`config.mk`:
```
export PLATFORM = sky130hd
export DESIGN_NAME = delimiter_field_splitter_core
export DESIGN_NICKNAME = d
export VERILOG_FILES = /design/src/hdl/dfs_pkg.sv /design/src/hdl/dfs_ctrl.sv /design/src/hdl/dfs_datapath.sv /design/src/hdl/dfs_outbuf.sv /design/src/hdl/delimiter_field_splitter_core.sv
export SDC_FILE = /design/constraint.sdc
export NUM_CORES = 1
export LEC_CHECK = 0
export BUFFER_PORTS_ARGS = -buffer_cell sky130_fd_sc_hd__buf_2
export CAP_MARGIN = 10
export CORE_AREA = 2 2 175 177
export DETAILED_ROUTE_END_ITERATION = 8
export DIE_AREA = 0 0 177 179
export PLACE_DENSITY_LB_ADDON = 0.08
export SYNTH_ARGS = -nofsm -noshare
export SYNTH_HDL_FRONTEND = slang
export SYNTH_SLANG_ARGS = --single-unit
```
`constraint.sdc`:
```
create_clock -name aclk -period 7.2 [get_ports aclk]
set_clock_uncertainty 0.2 [all_clocks]
set_input_delay 1.44 -clock aclk [delete_from_list [all_inputs] [get_ports aclk]]
set_output_delay 1.44 -clock aclk [all_outputs]
set_load 0.05 [all_outputs]
```
`src/hdl/dfs_pkg.sv`:
```
`default_nettype none

package dfs_pkg;

    localparam int CFG_DATA_W = 64;

    localparam logic [0:0] REG_DELIM_LENGTH = 1'b0;
    localparam logic [0:0] REG_DELIM_BYTES  = 1'b1;

    localparam logic [1:0] KIND_BYTE   = 2'd0;
    localparam logic [1:0] KIND_CLOSE  = 2'd1;
    localparam logic [1:0] KIND_FINISH = 2'd2;

    typedef struct packed {
        logic [7:0] char_byte;
        logic       has_byte;
        logic       end_of_string;
    } in_item_t;

    typedef struct packed {
        logic [7:0]  out_byte;
        logic [6:0]  elem_index;
        logic [1:0]  kind;
        logic [15:0] elem_count;
        logic        last_of_run;
    } out_item_t;

    typedef enum logic [3:0] {
        OP_NONE,
        OP_LOAD,
        OP_ADD_CHAR,
        OP_MATCH,
        OP_HOLD,
        OP_SHIFT,
        OP_FLUSH,
        OP_CLOSE,
        OP_FINISH
    } dp_op_t;

    typedef struct packed {
        dp_op_t op;
        logic   last;
    } ctrl_cmd_t;

    typedef struct packed {
        logic has;
        logic fin;
        logic len_zero;
        logic byte_match;
        logic shift_stop;
        logic flush_done;
    } dp_status_t;

endpackage

`default_nettype wire

```
`src/hdl/dfs_ctrl.sv`:
```
`default_nettype none

module dfs_ctrl import dfs_pkg::*; (
    input  wire logic       aclk,
    input  wire logic       aresetn,
    input  wire logic       s_valid,
    output logic            s_ready,
    input  dp_status_t      status,
    input  wire logic       obuf_ok,
    output ctrl_cmd_t       cmd
);

    typedef enum logic [5:0] {
        ST_IDLE   = 6'b000001,
        ST_PROC   = 6'b000010,
        ST_SHIFT  = 6'b000100,
        ST_FLUSH  = 6'b001000,
        ST_CLOSE  = 6'b010000,
        ST_FINISH = 6'b100000
    } state_t;

    state_t state_reg, state_next;

    assign s_ready = (state_reg == ST_IDLE);

    always_comb begin
        state_next = state_reg;
        cmd.op     = OP_NONE;
        cmd.last   = 1'b0;
        unique case (state_reg)
            ST_IDLE: begin
                if (s_valid) begin
                    cmd.op     = OP_LOAD;
                    state_next = ST_PROC;
                end
            end
            ST_PROC: begin
                if (obuf_ok) begin
                    priority if (!status.has) begin
                        cmd.last = !status.fin;
                    end else if (status.len_zero) begin
                        cmd.op   = OP_ADD_CHAR;
                        cmd.last = !status.fin;
                    end else if (status.byte_match) begin
                        cmd.op   = OP_MATCH;
                        cmd.last = !status.fin;
                    end else begin
                        cmd.op = OP_HOLD;
                    end
                    if (status.has && !status.len_zero && !status.byte_match) begin
                        state_next = ST_SHIFT;
                    end else begin
                        state_next = status.fin ? ST_FLUSH : ST_IDLE;
                    end
                end
            end
            ST_SHIFT: begin
                if (obuf_ok) begin
                    cmd.op   = OP_SHIFT;
                    cmd.last = status.shift_stop && !status.fin;
                    if (status.shift_stop) begin
                        state_next = status.fin ? ST_FLUSH : ST_IDLE;
                    end
                end
            end
            ST_FLUSH: begin
                if (obuf_ok) begin
                    if (status.flush_done) begin
                        state_next = ST_CLOSE;
                    end else begin
                        cmd.op = OP_FLUSH;
                    end
                end
            end
            ST_CLOSE: begin
                if (obuf_ok) begin
                    cmd.op     = OP_CLOSE;
                    state_next = ST_FINISH;
                end
            end
            ST_FINISH: begin
                if (obuf_ok) begin
                    cmd.op     = OP_FINISH;
                    cmd.last   = 1'b1;
                    state_next = ST_IDLE;
                end
            end
            default: begin
                state_next = ST_IDLE;
            end
        endcase
    end

    always_ff @(posedge aclk) begin
        if (!aresetn) begin
            state_reg <= ST_IDLE;
        end else begin
            state_reg <= state_next;
        end
    end

endmodule

`default_nettype wire

```
`src/hdl/dfs_datapath.sv`:
```
`default_nettype none

module dfs_datapath import dfs_pkg::*; #(
    parameter int DELIM_MAX = 8,
    parameter int MAX_ELEMS = 128,
    parameter int ELEM_LEN  = 256
) (
    input  wire logic                  aclk,
    input  wire logic                  aresetn,
    input  wire logic                  cfg_wr_en,
    input  wire logic [0:0]            cfg_wr_index,
    input  wire logic [CFG_DATA_W-1:0] cfg_wr_data,
    input  in_item_t                   in_data,
    input  ctrl_cmd_t                  cmd,
    output dp_status_t                 status,
    output logic                       res_push,
    output logic                       res_mark,
    output out_item_t                  res_data
);

    localparam int LEN_W = $clog2(ELEM_LEN);
    localparam logic [LEN_W-1:0] LEN_CAP = LEN_W'(ELEM_LEN - 1);
    localparam logic [15:0] ELEMS_CAP = 16'(MAX_ELEMS);
    localparam logic [3:0] DMAX = 4'(DELIM_MAX);
    localparam int HOLD_W = DELIM_MAX * 8;

    function automatic logic [7:0] pick(input logic [63:0] v, input logic [2:0] i);
        return v[{i, 3'b000} +: 8];
    endfunction

    logic [3:0]        delim_length_reg, delim_length_next;
    logic [63:0]       delim_bytes_reg, delim_bytes_next;
    logic [7:0]        char_reg, char_next;
    logic              has_reg, has_next;
    logic              fin_reg, fin_next;
    logic [3:0]        depth_reg, depth_next;
    logic [LEN_W-1:0]  length_reg, length_next;
    logic [15:0]       total_reg, total_next;
    logic              open_reg, open_next;
    logic [HOLD_W-1:0] hold_reg, hold_next;
    logic [3:0]        cnt_reg, cnt_next;
    logic [2:0]        fidx_reg, fidx_next;

    logic [3:0]  lim;
    logic [3:0]  eff_len;
    logic [3:0]  rem;
    logic        match_done;
    logic        shift_stop;
    logic        add_en;
    logic        close_en;
    logic        finish_en;
    logic [7:0]  byte_val;
    logic        len_room;
    logic [15:0] total_inc;

    // effective delimiter length: clamp, then cut at the first zero byte
    always_comb begin
        lim     = (delim_length_reg > DMAX) ? DMAX : delim_length_reg;
        eff_len = lim;
        for (int i = DELIM_MAX - 1; i >= 0; i--) begin
            if (4'(i) < lim && pick(delim_bytes_reg, 3'(i)) == 8'd0) begin
                eff_len = 4'(i);
            end
        end
    end

    assign match_done = (depth_reg + 4'd1) == eff_len;

    // remaining held bytes after dropping the head must form a delimiter prefix
    always_comb begin
        rem        = cnt_reg - 4'd1;
        shift_stop = 1'b1;
        for (int j = 0; j < DELIM_MAX - 1; j++) begin
            if (4'(j) < rem && hold_reg[(j + 1) * 8 +: 8] != pick(delim_bytes_reg, 3'(j))) begin
                shift_stop = 1'b0;
            end
        end
    end

    always_comb begin
        status.has        = has_reg;
        status.fin        = fin_reg;
        status.len_zero   = (eff_len == 4'd0);
        status.byte_match = (pick(delim_bytes_reg, depth_reg[2:0]) == char_reg);
        status.shift_stop = shift_stop;
        status.flush_done = ({1'b0, fidx_reg} == depth_reg);
    end

    assign len_room  = (length_reg < LEN_CAP);
    assign total_inc = (total_reg == 16'hFFFF) ? total_reg : total_reg + 16'd1;
    assign res_mark  = cmd.last;

    always_comb begin
        add_en    = 1'b0;
        close_en  = 1'b0;
        finish_en = 1'b0;
        byte_val  = 8'd0;
        unique case (cmd.op)
            OP_ADD_CHAR: begin
                add_en   = 1'b1;
                byte_val = char_reg;
            end
            OP_SHIFT: begin
                add_en   = 1'b1;
                byte_val = hold_reg[7:0];
            end
            OP_FLUSH: begin
                add_en   = 1'b1;
                byte_val = pick(delim_bytes_reg, fidx_reg);
            end
            OP_MATCH:  close_en  = match_done;
            OP_CLOSE:  close_en  = 1'b1;
            OP_FINISH: finish_en = 1'b1;
            default: begin
                add_en = 1'b0;
            end
        endcase
    end

    always_comb begin
        res_push             = 1'b0;
        res_data.out_byte    = 8'd0;
        res_data.elem_index  = total_reg[6:0];
        res_data.kind        = KIND_BYTE;
        res_data.elem_count  = total_reg;
        res_data.last_of_run = cmd.last;
        priority if (add_en) begin
            res_push          = len_room && (total_reg < ELEMS_CAP);
            res_data.out_byte = byte_val;
        end else if (close_en) begin
            res_push            = open_reg;
            res_data.kind       = KIND_CLOSE;
            res_data.elem_count = total_inc;
        end else if (finish_en) begin
            res_push            = 1'b1;
            res_data.kind       = KIND_FINISH;
            res_data.elem_index = 7'd0;
        end else begin
            res_push = 1'b0;
        end
    end

    always_comb begin
        delim_length_next = delim_length_reg;
        delim_bytes_next  = delim_bytes_reg;
        char_next         = char_reg;
        has_next          = has_reg;
        fin_next          = fin_reg;
        depth_next        = depth_reg;
        length_next       = length_reg;
        total_next        = total_reg;
        open_next         = open_reg;
        hold_next         = hold_reg;
        cnt_next          = cnt_reg;
        fidx_next         = fidx_reg;

        if (add_en) begin
            open_next = 1'b1;
            if (len_room) begin
                length_next = length_reg + LEN_W'(1);
            end
        end
        if (close_en && open_reg) begin
            total_next  = total_inc;
            open_next   = 1'b0;
            length_next = '0;
        end

        unique case (cmd.op)
            OP_LOAD: begin
                char_next = in_data.char_byte;
                has_next  = in_data.has_byte;
                fin_next  = in_data.end_of_string;
            end
            OP_MATCH: begin
                depth_next = match_done ? 4'd0 : depth_reg + 4'd1;
            end
            OP_HOLD: begin
                for (int i = 0; i < DELIM_MAX; i++) begin
                    hold_next[i * 8 +: 8] = (4'(i) == depth_reg) ? char_reg
                                          : pick(delim_bytes_reg, 3'(i));
                end
                cnt_next = depth_reg + 4'd1;
            end
            OP_SHIFT: begin
                hold_next = hold_reg >> 8;
                cnt_next  = rem;
                if (shift_stop) begin
                    depth_next = rem;
                end
            end
            OP_FLUSH: begin
                fidx_next = fidx_reg + 3'd1;
            end
            OP_FINISH: begin
                total_next  = '0;
                length_next = '0;
                open_next   = 1'b0;
                depth_next  = '0;
                fidx_next   = '0;
            end
            default: begin
                cnt_next = cnt_reg;
            end
        endcase

        // a register write abandons any partial match
        if (cfg_wr_en) begin
            if (cfg_wr_index == REG_DELIM_LENGTH) begin
                delim_length_next = cfg_wr_data[3:0];
            end else begin
                delim_bytes_next = cfg_wr_data;
            end
            depth_next = '0;
        end
    end

    always_ff @(posedge aclk) begin
        if (!aresetn) begin
            delim_length_reg <= '0;
            delim_bytes_reg  <= '0;
            depth_reg        <= '0;
            length_reg       <= '0;
            total_reg        <= '0;
            open_reg         <= 1'b0;
            cnt_reg          <= '0;
            fidx_reg         <= '0;
        end else begin
            delim_length_reg <= delim_length_next;
            delim_bytes_reg  <= delim_bytes_next;
            depth_reg        <= depth_next;
            length_reg       <= length_next;
            total_reg        <= total_next;
            open_reg         <= open_next;
            cnt_reg          <= cnt_next;
            fidx_reg         <= fidx_next;
        end
    end

    always_ff @(posedge aclk) begin
        char_reg <= char_next;
        has_reg  <= has_next;
        fin_reg  <= fin_next;
        hold_reg <= hold_next;
    end

endmodule

`default_nettype wire

```
`src/hdl/dfs_outbuf.sv`:
```
`default_nettype none

module dfs_outbuf import dfs_pkg::*; (
    input  wire logic  aclk,
    input  wire logic  aresetn,
    input  wire logic  res_push,
    input  wire logic  res_mark,
    input  out_item_t  res_data,
    output logic       push_ok,
    output logic       m_valid,
    input  wire logic  m_ready,
    output out_item_t  m_data
);

    logic      pend_valid_reg, pend_valid_next;
    out_item_t pend_data_reg, pend_data_next;
    logic      out_valid_reg, out_valid_next;
    out_item_t out_data_reg, out_data_next;
    logic      out_free;
    logic      move;

    // one result is held back until it is known whether it ends the run
    assign out_free = !out_valid_reg || m_ready;
    assign push_ok  = !pend_valid_reg || out_free;
    assign move     = pend_valid_reg && out_free && (pend_data_reg.last_of_run || res_push);

    always_comb begin
        pend_valid_next = pend_valid_reg;
        pend_data_next  = pend_data_reg;
        out_valid_next  = out_valid_reg;
        out_data_next   = out_data_reg;
        if (move) begin
            out_valid_next = 1'b1;
            out_data_next  = pend_data_reg;
        end else if (out_valid_reg && m_ready) begin
            out_valid_next = 1'b0;
        end
        priority if (res_push) begin
            pend_valid_next = 1'b1;
            pend_data_next  = res_data;
        end else if (move) begin
            pend_valid_next = 1'b0;
        end else if (res_mark && pend_valid_reg) begin
            pend_data_next.last_of_run = 1'b1;
        end else begin
            pend_valid_next = pend_valid_reg;
        end
    end

    always_ff @(posedge aclk) begin
        if (!aresetn) begin
            pend_valid_reg <= 1'b0;
            out_valid_reg  <= 1'b0;
        end else begin
            pend_valid_reg <= pend_valid_next;
            out_valid_reg  <= out_valid_next;
        end
    end

    always_ff @(posedge aclk) begin
        pend_data_reg <= pend_data_next;
        out_data_reg  <= out_data_next;
    end

    assign m_valid = out_valid_reg;
    assign m_data  = out_data_reg;

endmodule

`default_nettype wire

```
`src/hdl/delimiter_field_splitter_core.sv`:
```
// Splits a byte stream at each leftmost, non-overlapping occurrence of a
// delimiter of up to DELIM_MAX bytes, one source byte per request, and
// returns element bytes, element-closed and string-finished results, one per
// cycle while the output does not stall. Requests are taken one at a time:
// each is accepted, then decided; a mismatch walks the fallback chain one
// byte per cycle unless the output stalls; an end of string flushes each
// still-held byte, then takes the flush check, close and finish steps.
// Results leave through a one-entry hold stage and an output register, so
// the m_ side can stall without losing data; the core waits only when both
// are full. The user must write registers through cfg_wr_* only while no
// request is in flight; the block does not enforce this. A write drops any
// partly matched delimiter. No clearing pass is needed after reset.
`default_nettype none

module delimiter_field_splitter_core import dfs_pkg::*; #(
    parameter int DELIM_MAX = 8,
    parameter int MAX_ELEMS = 128,
    parameter int ELEM_LEN  = 256
) (
    input  wire logic                  aclk,
    input  wire logic                  aresetn,
    input  wire logic                  cfg_wr_en,
    input  wire logic [0:0]            cfg_wr_index,
    input  wire logic [CFG_DATA_W-1:0] cfg_wr_data,
    input  wire logic                  s_valid,
    output logic                       s_ready,
    input  in_item_t                   s_data,
    output logic                       m_valid,
    input  wire logic                  m_ready,
    output out_item_t                  m_data
);

    ctrl_cmd_t  cmd;
    dp_status_t status;
    logic       obuf_ok;
    logic       res_push;
    logic       res_mark;
    out_item_t  res_data;

    dfs_ctrl u_ctrl (
        .aclk    (aclk),
        .aresetn (aresetn),
        .s_valid (s_valid),
        .s_ready (s_ready),
        .status  (status),
        .obuf_ok (obuf_ok),
        .cmd     (cmd)
    );

    dfs_datapath #(
        .DELIM_MAX (DELIM_MAX),
        .MAX_ELEMS (MAX_ELEMS),
        .ELEM_LEN  (ELEM_LEN)
    ) u_datapath (
        .aclk         (aclk),
        .aresetn      (aresetn),
        .cfg_wr_en    (cfg_wr_en),
        .cfg_wr_index (cfg_wr_index),
        .cfg_wr_data  (cfg_wr_data),
        .in_data      (s_data),
        .cmd          (cmd),
        .status       (status),
        .res_push     (res_push),
        .res_mark     (res_mark),
        .res_data     (res_data)
    );

    dfs_outbuf u_outbuf (
        .aclk     (aclk),
        .aresetn  (aresetn),
        .res_push (res_push),
        .res_mark (res_mark),
        .res_data (res_data),
        .push_ok  (obuf_ok),
        .m_valid  (m_valid),
        .m_ready  (m_ready),
        .m_data   (m_data)
    );

endmodule

`default_nettype wire

```
==> metrics.txt, run 1 <==
# TYPE chip_impl_metric gauge
chip_impl_info{name="netlist.top_cell.by_area",value="edfxtp_1"} 1
chip_impl_metric{name="synth_sequential_area_ratio",unit=""} 0.489
chip_impl_metric{name="core.rowCount",unit=""} 64
chip_impl_metric{name="syn_area",unit="mm^2"} 0.0133
chip_impl_info{name="end_kind",value="flip-flop"} 1
chip_impl_metric{name="dieHeight",unit="um"} 179
chip_impl_metric{name="pre_cts_ws",unit="ps"} 2140
chip_impl_metric{name="cts.repair_timing.setup_buffer_count",unit=""} 0
chip_impl_metric{name="effective_utilization_at_floorplan",unit=""} 0.443
chip_impl_metric{name="holdPathStages",unit=""} 0
chip_impl_metric{name="fmax",unit="GHz"} 0.197
chip_impl_metric{name="postRouteAntennaNets",unit=""} 0
chip_impl_metric{name="drt-initial-drc-count",unit=""} 1086
chip_impl_metric{name="slew_headroom",unit=""} 0.278
chip_impl_metric{name="cts-hold-fix-buffers",unit=""} 0
chip_impl_metric{name="portBuffers",unit=""} 115
chip_impl_info{name="critical-path-slowest-cell",value="dfxtp_1"} 1
chip_impl_metric{name="floorplan.die.width",unit="um"} 177
chip_impl_metric{name="grt_first_pass_wirelength",unit="mm"} 57.0
chip_impl_metric{name="synth.yosys.warnings",unit=""} 0
chip_impl_metric{name="grt_antenna_before_repair",unit=""} 0
chip_impl_metric{name="global_route.overflow_total",unit=""} 0
chip_impl_metric{name="power.ir.vdd_worst",unit="mV"} 0.191
chip_impl_metric{name="num_vias",unit=""} 10200
chip_impl_info{name="clockRootBuffer",value="clkbuf_16"} 1
chip_impl_info{name="hold_path.class",value="reg2reg"} 1
chip_impl_info{name="tritoncts",value="built"} 1
chip_impl_info{name="timing.critical_path.from_type",value="flip-flop"} 1
chip_impl_metric{name="post_synth_num_cell_types",unit=""} 77
chip_impl_metric{name="ctsHtreeMaxLevel",unit=""} 1
chip_impl_info{name="hp-start",value="u_outbuf.pend_data_reg[23]"} 1
chip_impl_info{name="whs_endpoint",value="u_outbuf.m_data[23]"} 1
chip_impl_info{name="cp_cell_sequence",value="ha_1 > xnor2_1 > inv_1 > nor4_1 > nand3b_1 > a311oi_4 > nand4_4 > a21oi_1 > or2_2 > a31o_2"} 1
chip_impl_metric{name="numPlacedInstances",unit=""} 1748
chip_impl_info{name="r2r_end",value="u_outbuf.pend_data_reg[0]"} 1
chip_impl_metric{name="number_of_buffers_inserted_during_clock_tree_synthesis",unit=""} 28
chip_impl_info{name="ys_dominant_reg_cell",value="edfxtp_1"} 1
chip_impl_metric{name="detail_route.wirelength",unit="mm"} 37.1
chip_impl_metric{name="power_per_cell_area",unit="mW/mm^2"} 244
chip_impl_metric{name="arrival",unit="ps"} 5140
chip_impl_metric{name="largest_buffer_count_on_any_clock_path",unit=""} 3
chip_impl_info{name="dominant_delay_contributor_by_cell_family_on_the_critical_path",value="simple AND/OR/NAND/NOR gates"} 1
chip_impl_metric{name="hold_viol_final",unit=""} 0
chip_impl_metric{name="routedWlPerCell",unit="um"} 20.6
chip_impl_metric{name="gp_congestion",unit=""} 0.887
chip_impl_metric{name="synth_top_area_frac",unit=""} 0.320
chip_impl_metric{name="post_syn_nets",unit=""} 1399
chip_impl_metric{name="final_period_minus_worst_setup_slack",unit="ps"} 5070
chip_impl_metric{name="power.total",unit="mW"} 3.68
chip_impl_metric{name="ys_ff_latch",unit=""} 254
chip_impl_metric{name="grt_pass1_vias",unit=""} 9632
chip_impl_metric{name="leakage_power_figure",unit="nW"} 5.36
chip_impl_metric{name="synthesis.area_per_instance",unit="um^2"} 10.2
chip_impl_metric{name="ioPinCount",unit=""} 116
chip_impl_metric{name="detailedRoute.firstPassIterationCount",unit=""} 6
chip_impl_info{name="grt_setup_unrepaired",value="no"} 1
chip_impl_metric{name="setup_slack",unit="ps"} 2130
chip_impl_metric{name="final_max_slew_viol_count",unit=""} 0
chip_impl_metric{name="maxCapViolations",unit=""} 0
chip_impl_metric{name="worst_r2r_path_depth",unit=""} 10
chip_impl_info{name="synthTopCellsByArea",value="edfxtp_1 32%, dfxtp_1 17%, mux2i_1 6.8%, nand2_1 6.6%, xnor2_1 4.6%"} 1
chip_impl_metric{name="final_cell_count_no_fill",unit=""} 1801
chip_impl_metric{name="post-route-period-util",unit=""} 0.704
chip_impl_metric{name="timing_worst_slew_pin_value",unit="ps"} 1080
chip_impl_metric{name="nets",unit=""} 1472
chip_impl_metric{name="critPathRequiredTime",unit="ps"} 7280
chip_impl_metric{name="cts_resized",unit=""} 0
chip_impl_metric{name="antenna_cells",unit=""} 0
chip_impl_info{name="run_status",value="finished, final reports clean"} 1
chip_impl_metric{name="asyncSetResetFlopFracSynth",unit=""} 0
chip_impl_metric{name="finalSetupViolations",unit=""} 0
chip_impl_metric{name="dieArea",unit="mm^2"} 0.0317
chip_impl_metric{name="detail_route.vias_per_cell",unit=""} 5.66
chip_impl_metric{name="drt_drc",unit=""} 0
chip_impl_metric{name="grt_max_degree",unit=""} 112
chip_impl_info{name="yosys.cell_count.top_type",value="nand2_1"} 1
chip_impl_metric{name="grt.total_usage",unit=""} 0.234
chip_impl_metric{name="clkTransAtPathRegs",unit="ps"} 60
chip_impl_info{name="critPathKind",value="reg2reg"} 1
chip_impl_metric{name="insertion_delay",unit="ps"} 560
chip_impl_metric{name="crit_fanout",unit=""} 37
chip_impl_metric{name="timing.setup.tns",unit="ps"} 0
chip_impl_metric{name="dp.final_hpwl",unit="mm"} 26.1
chip_impl_metric{name="worst_path_largest_cell_delay",unit="ps"} 1030
chip_impl_info{name="worst_r2r_startpoint",value="u_datapath.depth_reg[1]"} 1
chip_impl_metric{name="synthToLayoutAreaGrowth",unit="%"} 13.5
chip_impl_metric{name="core_area",unit="mm^2"} 0.0300
chip_impl_metric{name="tritoncts_num_sinks",unit=""} 254
chip_impl_metric{name="reg2reg_slack",unit="ps"} 2130
chip_impl_metric{name="number_of_enable_type_register_cells_in_the_synthesized_netlist",unit=""} 142
chip_impl_metric{name="worst-path-buf-inv",unit=""} 1
chip_impl_info{name="ys_top_cells_by_count",value="234 x nand2_1, 142 x edfxtp_1, 112 x dfxtp_1, 90 x mux2i_1, 73 x o21ai_0"} 1
chip_impl_metric{name="post_synth_inst_count",unit=""} 1310
chip_impl_metric{name="drive_above_1_share",unit=""} 0.157
[worst max path at each step]
stage	startpoint	endpoint	slack (ps)	depth (start not counted)
2_1_floorplan	u_datapath.depth_reg[1]	u_datapath.cnt_reg[0]	2730	12
3_3_place_gp	u_datapath.depth_reg[1]	u_outbuf.pend_data_reg[0]	2210	9
3_5_place_dp	u_datapath.depth_reg[1]	u_outbuf.pend_data_reg[0]	2140	9
4_1_cts	u_datapath.depth_reg[1]	u_outbuf.pend_data_reg[0]	2160	9
5_1_grt	u_datapath.depth_reg[1]	u_outbuf.pend_data_reg[0]	1750	10
6_report	u_datapath.depth_reg[1]	u_outbuf.pend_data_reg[0]	2130	10
[logic make-up after synthesis]
| group | count (synthesis) | synth area share |
|---|---|---|
| adders and majority gates | 9 | 0.00846 |
| AOI/OAI and AO/OA | 260 | 0.131 |
| buffers and inverters | 109 | 0.0317 |
| DFF | 254 | 0.489 |
| and+or+nand+nor | 463 | 0.164 |
| muxes | 123 | 0.116 |
| xor gates and xnor gates | 92 | 0.0605 |
[layout make-up]
class	instances	area, um^2
clock inverter	15	160
timing repair buffer	125	651
sequential	254	6510
tap	396	495
clock buffer	37	786
fill	2784	14900
multi-input combinational	947	6400
inverter	27	101
[per-layer routing]
layer,vias up,routed length (um),track usage
li1,4900,-,-
met1,4851,17000,0.331
met2,368,16500,0.371
met3,72,2590,0.0397
met4,0,992,0.0658
met5,-,0,0
[worst register-to-register path, cell delays in order, from the launching register on]
cell and delay [ps]:
dfxtp_1 1030, ha_1 600, xnor2_1 240, inv_1 90
nor4_1 200, nand3b_1 160, a311oi_4 380, nand4_4 200
a21oi_1 680, or2_2 790, a31o_2 220
[cell usage in the layout (no fill, tap or decap), types with 26 or more instances in the layout]
cell type / n
a21boi_0: 68
a21oi_1: 41
buf_2: 115
clkbuf_16: 29
dfxtp_1: 112
edfxtp_1: 142
inv_1: 26
mux2i_1: 90
nand2_1: 232
nand3_1: 35
nor2_1: 59
o21ai_0: 73
xnor2_1: 70
[report_power, final]
group,total (mW),internal [mW],switching [mW]
registers,1.78,1.64,0.135
logic,0.440,0.167,0.273
clock network,1.46,0.873,0.588
total,3.68,2.69,0.996
[through the flow]
stage	cell area, um^2	util	hold slack [ps]
3_5_place_dp	14100	0.471	205
2_1_floorplan	13300	-	200
5_1_grt	15100	0.503	222
3_3_place_gp	14100	0.471	202
4_1_cts	15100	0.503	219
6_report	15100	0.503	216
Power figures use the tool's default switching activity.
==> run 2, diff against run 1 <==
==> constraint.sdc (replaced) <==
create_clock -name aclk -period 5.3 [get_ports aclk]
set_clock_uncertainty 0.2 [all_clocks]
set_input_delay 1.06 -clock aclk [delete_from_list [all_inputs] [get_ports aclk]]
set_output_delay 1.06 -clock aclk [all_outputs]
set_load 0.05 [all_outputs]
==> metrics.txt, run 2 (synthesized netlist as in run 1, its figures left out) <==
# TYPE chip_impl_metric gauge
chip_impl_metric{name="timing.critical_path.depth",unit=""} 11
chip_impl_metric{name="sequential_cell_area",unit="mm^2"} 0.00651
chip_impl_info{name="critPathKind",value="reg2reg"} 1
chip_impl_metric{name="worst-path-buf-inv",unit=""} 3
chip_impl_metric{name="worst_r2r_path_depth",unit=""} 11
chip_impl_metric{name="global_route.overflow_total",unit=""} 0
chip_impl_metric{name="grt_max_degree",unit=""} 99
chip_impl_metric{name="timing.setup.tns",unit="ps"} 0
chip_impl_info{name="final_cell_mix",value="232 x nand2_1, 142 x edfxtp_1, 115 x buf_2"} 1
chip_impl_info{name="timing.critical_path.from_type",value="flip-flop"} 1
chip_impl_info{name="clockRootBuffer",value="clkbuf_16"} 1
chip_impl_info{name="critical-path-slowest-cell",value="dfxtp_1"} 1
chip_impl_metric{name="multiInputGateArea",unit="mm^2"} 0.00640
chip_impl_metric{name="effective_utilization_at_floorplan",unit=""} 0.443
chip_impl_metric{name="grt_first_pass_wirelength",unit="mm"} 57.1
chip_impl_metric{name="dp.final_hpwl",unit="mm"} 26.5
chip_impl_metric{name="leakage_power_figure",unit="nW"} 5.41
chip_impl_metric{name="final_period_minus_worst_setup_slack",unit="ps"} 4470
chip_impl_metric{name="num_vias",unit=""} 10200
chip_impl_metric{name="fmax",unit="GHz"} 0.224
chip_impl_info{name="dominant_delay_contributor_by_cell_family_on_the_critical_path",value="simple AND/OR/NAND/NOR gates"} 1
chip_impl_metric{name="worst_path_largest_cell_delay",unit="ps"} 840
chip_impl_metric{name="cts_resized",unit=""} 0
chip_impl_metric{name="detailedRoute.firstPassIterationCount",unit=""} 5
chip_impl_metric{name="crit_fanout",unit=""} 31
chip_impl_metric{name="holdPathStages",unit=""} 0
chip_impl_info{name="grt_setup_unrepaired",value="no"} 1
chip_impl_metric{name="core_area",unit="mm^2"} 0.0300
chip_impl_metric{name="grt_antenna_before_repair",unit=""} 0
chip_impl_metric{name="detail_route.vias_per_cell",unit=""} 5.61
chip_impl_metric{name="final_max_slew_viol_count",unit=""} 0
chip_impl_metric{name="ioPinCount",unit=""} 116
chip_impl_metric{name="number_of_buffers_inserted_during_clock_tree_synthesis",unit=""} 28
chip_impl_metric{name="grt.total_usage",unit=""} 0.234
chip_impl_metric{name="dieHeight",unit="um"} 179
chip_impl_metric{name="slew_headroom",unit=""} 0.254
chip_impl_metric{name="nets",unit=""} 1491
chip_impl_metric{name="drt_drc",unit=""} 0
chip_impl_metric{name="ctsHtreeMaxLevel",unit=""} 1
chip_impl_metric{name="clkTransAtPathRegs",unit="ps"} 70
chip_impl_metric{name="timing_worst_slew_pin_value",unit="ps"} 1110
chip_impl_metric{name="drt-initial-drc-count",unit=""} 865
chip_impl_metric{name="insertion_delay",unit="ps"} 560
chip_impl_info{name="tritoncts",value="built"} 1
chip_impl_metric{name="power.ir.vdd_worst",unit="mV"} 0.290
chip_impl_metric{name="detail_route.wirelength",unit="mm"} 36.9
chip_impl_info{name="critical_path.most_common_cell",value="buf_4"} 1
chip_impl_info{name="hold_path.class",value="reg2reg"} 1
chip_impl_metric{name="tritoncts_num_sinks",unit=""} 254
chip_impl_metric{name="portBuffers",unit=""} 115
chip_impl_metric{name="maxCapViolations",unit=""} 0
chip_impl_metric{name="postRouteAntennaNets",unit=""} 0
chip_impl_metric{name="final_cell_count_no_fill",unit=""} 1819
chip_impl_metric{name="largest_buffer_count_on_any_clock_path",unit=""} 3
chip_impl_metric{name="power.total",unit="mW"} 4.89
chip_impl_metric{name="hold_viol_final",unit=""} 0
chip_impl_info{name="cp_cell_sequence",value="buf_4 > mux2i_1 > mux4_2 > xor2_1 > o211ai_1 > nor4_4 > nand4_4 > a21oi_1 > buf_4 > or2_2 > buf_4"} 1
chip_impl_metric{name="worst_hold_check_slack",unit="ps"} 203
chip_impl_metric{name="arrival",unit="ps"} 4540
chip_impl_metric{name="floorplan.die.width",unit="um"} 177
chip_impl_metric{name="dieArea",unit="mm^2"} 0.0317
chip_impl_metric{name="grt_pass1_vias",unit=""} 9674
chip_impl_metric{name="critPathRequiredTime",unit="ps"} 5370
chip_impl_metric{name="power_per_cell_area",unit="mW/mm^2"} 322
chip_impl_metric{name="finalSetupViolations",unit=""} 0
chip_impl_metric{name="routedWlPerCell",unit="um"} 20.3
chip_impl_metric{name="cts.repair_timing.setup_buffer_count",unit=""} 0
chip_impl_metric{name="drive_above_1_share",unit=""} 0.164
chip_impl_info{name="run_status",value="finished, final reports clean"} 1
chip_impl_metric{name="antenna_cells",unit=""} 0
chip_impl_info{name="layout_commonest_cell",value="nand2_1"} 1
chip_impl_metric{name="post-route-period-util",unit=""} 0.843
chip_impl_metric{name="fillerInstances",unit=""} 2812
chip_impl_metric{name="cts-hold-fix-buffers",unit=""} 0
chip_impl_metric{name="numPlacedInstances",unit=""} 1768
chip_impl_metric{name="gp_congestion",unit=""} 0.907
chip_impl_info{name="end_kind",value="flip-flop"} 1
chip_impl_metric{name="core.rowCount",unit=""} 64
chip_impl_metric{name="synthToLayoutAreaGrowth",unit="%"} 14.1
-- run 2: cell types whose count changed in the layout (fill, tap and decap cells not counted), moves of 2 or more --
cell and change:
buf_4 +19, clkbuf_1 +5, clkbuf_8 -2, clkinv_2 -4
-- run 2: worst reg2reg max path: cells and delay by family (launching register included) --
family / cells / cell delay, ps
flops: 1 / 840
compound gates: 2 / 370
xor+xnor: 1 / 150
simple gates: 3 / 1230
mux: 2 / 580
buf+inv: 3 / 820
-- run 2: per-stage QoR --
stage / area [um^2] / utilization / worst slack [ps]
after floorplan: 13300 / - / 831
after global placement: 14300 / 0.477 / 907
after detailed placement: 14300 / 0.477 / 838
after CTS: 15200 / 0.506 / 824
after global routing: 15200 / 0.506 / 506
final: 15200 / 0.506 / 830
-- run 2: area by class of cell --
class,instances,area share
Sequential cell,254,0.428
Multi-Input combinational cell,947,0.422
Timing Repair Buffer,144,0.0530
Clock buffer,39,0.0495
Tap cell,396,0.0326
Clock inverter,12,0.00824
Inverter,27,0.00667
-- run 2: per-layer routing --
layer  track usage  vias to the layer above  wire, um
met5             0                        -         0
met4        0.0599                        0       919
met3        0.0456                       65      2640
met2         0.369                      350     16300
met1         0.331                     4872     17000
li1              -                     4921         -
-- run 2: final timing paths --
path                                   start                          to  slack, ps
setup / recovery     u_datapath.depth_reg[2]  u_outbuf.pend_data_reg[30]        830
hold / removal    u_outbuf.pend_data_reg[16]         u_outbuf.m_data[16]        200
setup reg to reg     u_datapath.depth_reg[2]  u_outbuf.pend_data_reg[30]        830
hold reg to reg   u_outbuf.pend_data_reg[16]         u_outbuf.m_data[16]        200
-- run 2: where the power goes --
group	internal (mW)	switching, mW
logic	0.234	0.380
clock network	1.09	0.778
registers	2.23	0.175
==> run 3, diff against run 2 <==
==> constraint.sdc (replaced) <==
create_clock -name aclk -period 4.57 [get_ports aclk]
set_clock_uncertainty 0.2 [all_clocks]
set_input_delay 0.914 -clock aclk [delete_from_list [all_inputs] [get_ports aclk]]
set_output_delay 0.914 -clock aclk [all_outputs]
set_load 0.05 [all_outputs]
==> metrics.txt, run 3 (synthesized netlist as in run 1, its figures left out) <==
# TYPE chip_impl_metric gauge
chip_impl_info{name="run_status",value="finished, final reports clean"} 1
chip_impl_info{name="layout_commonest_cell",value="nand2_1"} 1
chip_impl_metric{name="global_route.overflow_total",unit=""} 0
chip_impl_metric{name="nets",unit=""} 1514
chip_impl_info{name="hp-start",value="u_outbuf.pend_data_reg[14]"} 1
chip_impl_metric{name="slew_headroom",unit=""} 0.251
chip_impl_metric{name="largest_buffer_count_on_any_clock_path",unit=""} 3
chip_impl_info{name="hold_path.class",value="reg2reg"} 1
chip_impl_metric{name="detail_route.wirelength",unit="mm"} 38.7
chip_impl_metric{name="power.total",unit="mW"} 5.69
chip_impl_info{name="end_kind",value="flip-flop"} 1
chip_impl_metric{name="cts_resized",unit=""} 0
chip_impl_metric{name="dieHeight",unit="um"} 179
chip_impl_info{name="final_cell_mix",value="232 x nand2_1, 142 x edfxtp_1, 115 x buf_2"} 1
chip_impl_metric{name="ioPinCount",unit=""} 116
chip_impl_metric{name="cts.repair_timing.setup_buffer_count",unit=""} 0
chip_impl_metric{name="timing_worst_slew_pin_value",unit="ps"} 1110
chip_impl_metric{name="routedWlPerCell",unit="um"} 21.0
chip_impl_metric{name="dieArea",unit="mm^2"} 0.0317
chip_impl_metric{name="portBuffers",unit=""} 115
chip_impl_info{name="critPathKind",value="reg2reg"} 1
chip_impl_metric{name="final_period_minus_worst_setup_slack",unit="ps"} 4070
chip_impl_info{name="grt_setup_unrepaired",value="no"} 1
chip_impl_metric{name="drive_above_1_share",unit=""} 0.179
chip_impl_metric{name="placedInstanceArea",unit="mm^2"} 0.0145
chip_impl_metric{name="detail_route.vias_per_cell",unit=""} 5.61
chip_impl_metric{name="number_of_buffers_inserted_during_clock_tree_synthesis",unit=""} 29
chip_impl_info{name="tritoncts",value="built"} 1
chip_impl_metric{name="power_per_cell_area",unit="mW/mm^2"} 371
chip_impl_metric{name="insertion_delay",unit="ps"} 550
chip_impl_metric{name="reg2reg_slack",unit="ps"} 500
chip_impl_metric{name="tritoncts_num_sinks",unit=""} 254
chip_impl_metric{name="leakage_power_figure",unit="nW"} 5.53
chip_impl_metric{name="post-route-cell-area",unit="mm^2"} 0.0154
chip_impl_metric{name="crit_fanout",unit=""} 20
chip_impl_metric{name="grt_antenna_before_repair",unit=""} 2
chip_impl_metric{name="grt.total_usage",unit=""} 0.247
chip_impl_metric{name="ctsHtreeMaxLevel",unit=""} 1
chip_impl_metric{name="critPathRequiredTime",unit="ps"} 4600
chip_impl_metric{name="setup_slack",unit="ps"} 498
chip_impl_metric{name="timing.setup.tns",unit="ps"} 0
chip_impl_metric{name="grt_max_degree",unit=""} 65
chip_impl_metric{name="cts-hold-fix-buffers",unit=""} 0
chip_impl_metric{name="maxCapViolations",unit=""} 0
chip_impl_info{name="timing.critical_path.from_type",value="flip-flop"} 1
chip_impl_info{name="setup.worst_path.start",value="u_datapath.delim_bytes_reg[41]"} 1
chip_impl_metric{name="hold_viol_final",unit=""} 0
chip_impl_metric{name="power.ir.vdd_worst",unit="mV"} 0.332
chip_impl_metric{name="postRouteAntennaNets",unit=""} 0
chip_impl_metric{name="effective_utilization_at_floorplan",unit=""} 0.443
chip_impl_metric{name="post-route-period-util",unit=""} 0.891
chip_impl_metric{name="drt_drc",unit=""} 0
chip_impl_metric{name="fmax",unit="GHz"} 0.246
chip_impl_metric{name="finalSetupViolations",unit=""} 0
chip_impl_info{name="worst_r2r_startpoint",value="u_datapath.delim_bytes_reg[41]"} 1
chip_impl_metric{name="grt_pass1_vias",unit=""} 10100
chip_impl_metric{name="num_vias",unit=""} 10400
chip_impl_metric{name="detailedRoute.firstPassIterationCount",unit=""} 5
chip_impl_metric{name="fillerInstances",unit=""} 2845
chip_impl_metric{name="clkTransAtPathRegs",unit="ps"} 60
chip_impl_metric{name="floorplan.die.width",unit="um"} 177
chip_impl_metric{name="gp_congestion",unit=""} 0.980
chip_impl_metric{name="grt_first_pass_wirelength",unit="mm"} 60.0
chip_impl_metric{name="synthToLayoutAreaGrowth",unit="%"} 15.3
chip_impl_metric{name="arrival",unit="ps"} 4100
chip_impl_metric{name="core.rowCount",unit=""} 64
chip_impl_info{name="clockRootBuffer",value="clkbuf_16"} 1
chip_impl_metric{name="final_max_slew_viol_count",unit=""} 0
chip_impl_metric{name="drt-initial-drc-count",unit=""} 926
chip_impl_metric{name="core_area",unit="mm^2"} 0.0300
chip_impl_metric{name="worst_hold_check_slack",unit="ps"} 217
chip_impl_metric{name="dp.final_hpwl",unit="mm"} 27.9
chip_impl_metric{name="pre_cts_ws",unit="ps"} 525
run 3: metrics by stage:
step / cells / utilization
after floorplan: 1310 / -
after global placement: 1790 / 0.482
after detailed placement: 1790 / 0.482
after CTS: 1843 / 0.511
after global routing: 1845 / 0.511
final: 1845 / 0.511
run 3: power by group:
group          internal [mW]  switching (mW)  leakage, nW
clock network           1.25           0.914        0.428
registers               2.59           0.191         2.21
logic                  0.281           0.467         2.90
total                   4.12            1.57         5.53
run 3: final timing paths:
path | to | cells after the start
min reg2reg | u_outbuf.m_data[14] | 0
min | u_outbuf.m_data[14] | 0
max | u_outbuf.pend_data_reg[32] | 9
max reg2reg | u_outbuf.pend_data_reg[32] | 9
run 3: critical path, stage by stage (launching register included):
cell       delay [ps]
dfxtp_1           310
nor4_1            940
nand4_1           230
a21oi_1           220
o2111ai_1         210
a311oi_4          380
nand4_4           220
a21oi_1           270
or2_2             410
buf_4             340
run 3: final cells by class:
| type | instances | area [um^2] | area share |
|---|---|---|---|
| well taps | 396 | 495 | 0.0323 |
| flip-flops and latches | 254 | 6510 | 0.424 |
| diodes | 2 | 5.00 | 0.000326 |
| clock buffers | 39 | 783 | 0.0510 |
| repair buffers | 166 | 958 | 0.0624 |
| multi-input cells | 947 | 6400 | 0.417 |
| clock inverters | 14 | 98.8 | 0.00644 |
| inverters | 27 | 101 | 0.00660 |
run 3: per-layer routing:
layer	routed length (um)	global-route usage
met4	1350	0.0868
met2	16900	0.380
met3	2480	0.0403
met5	0	0
met1	18000	0.354
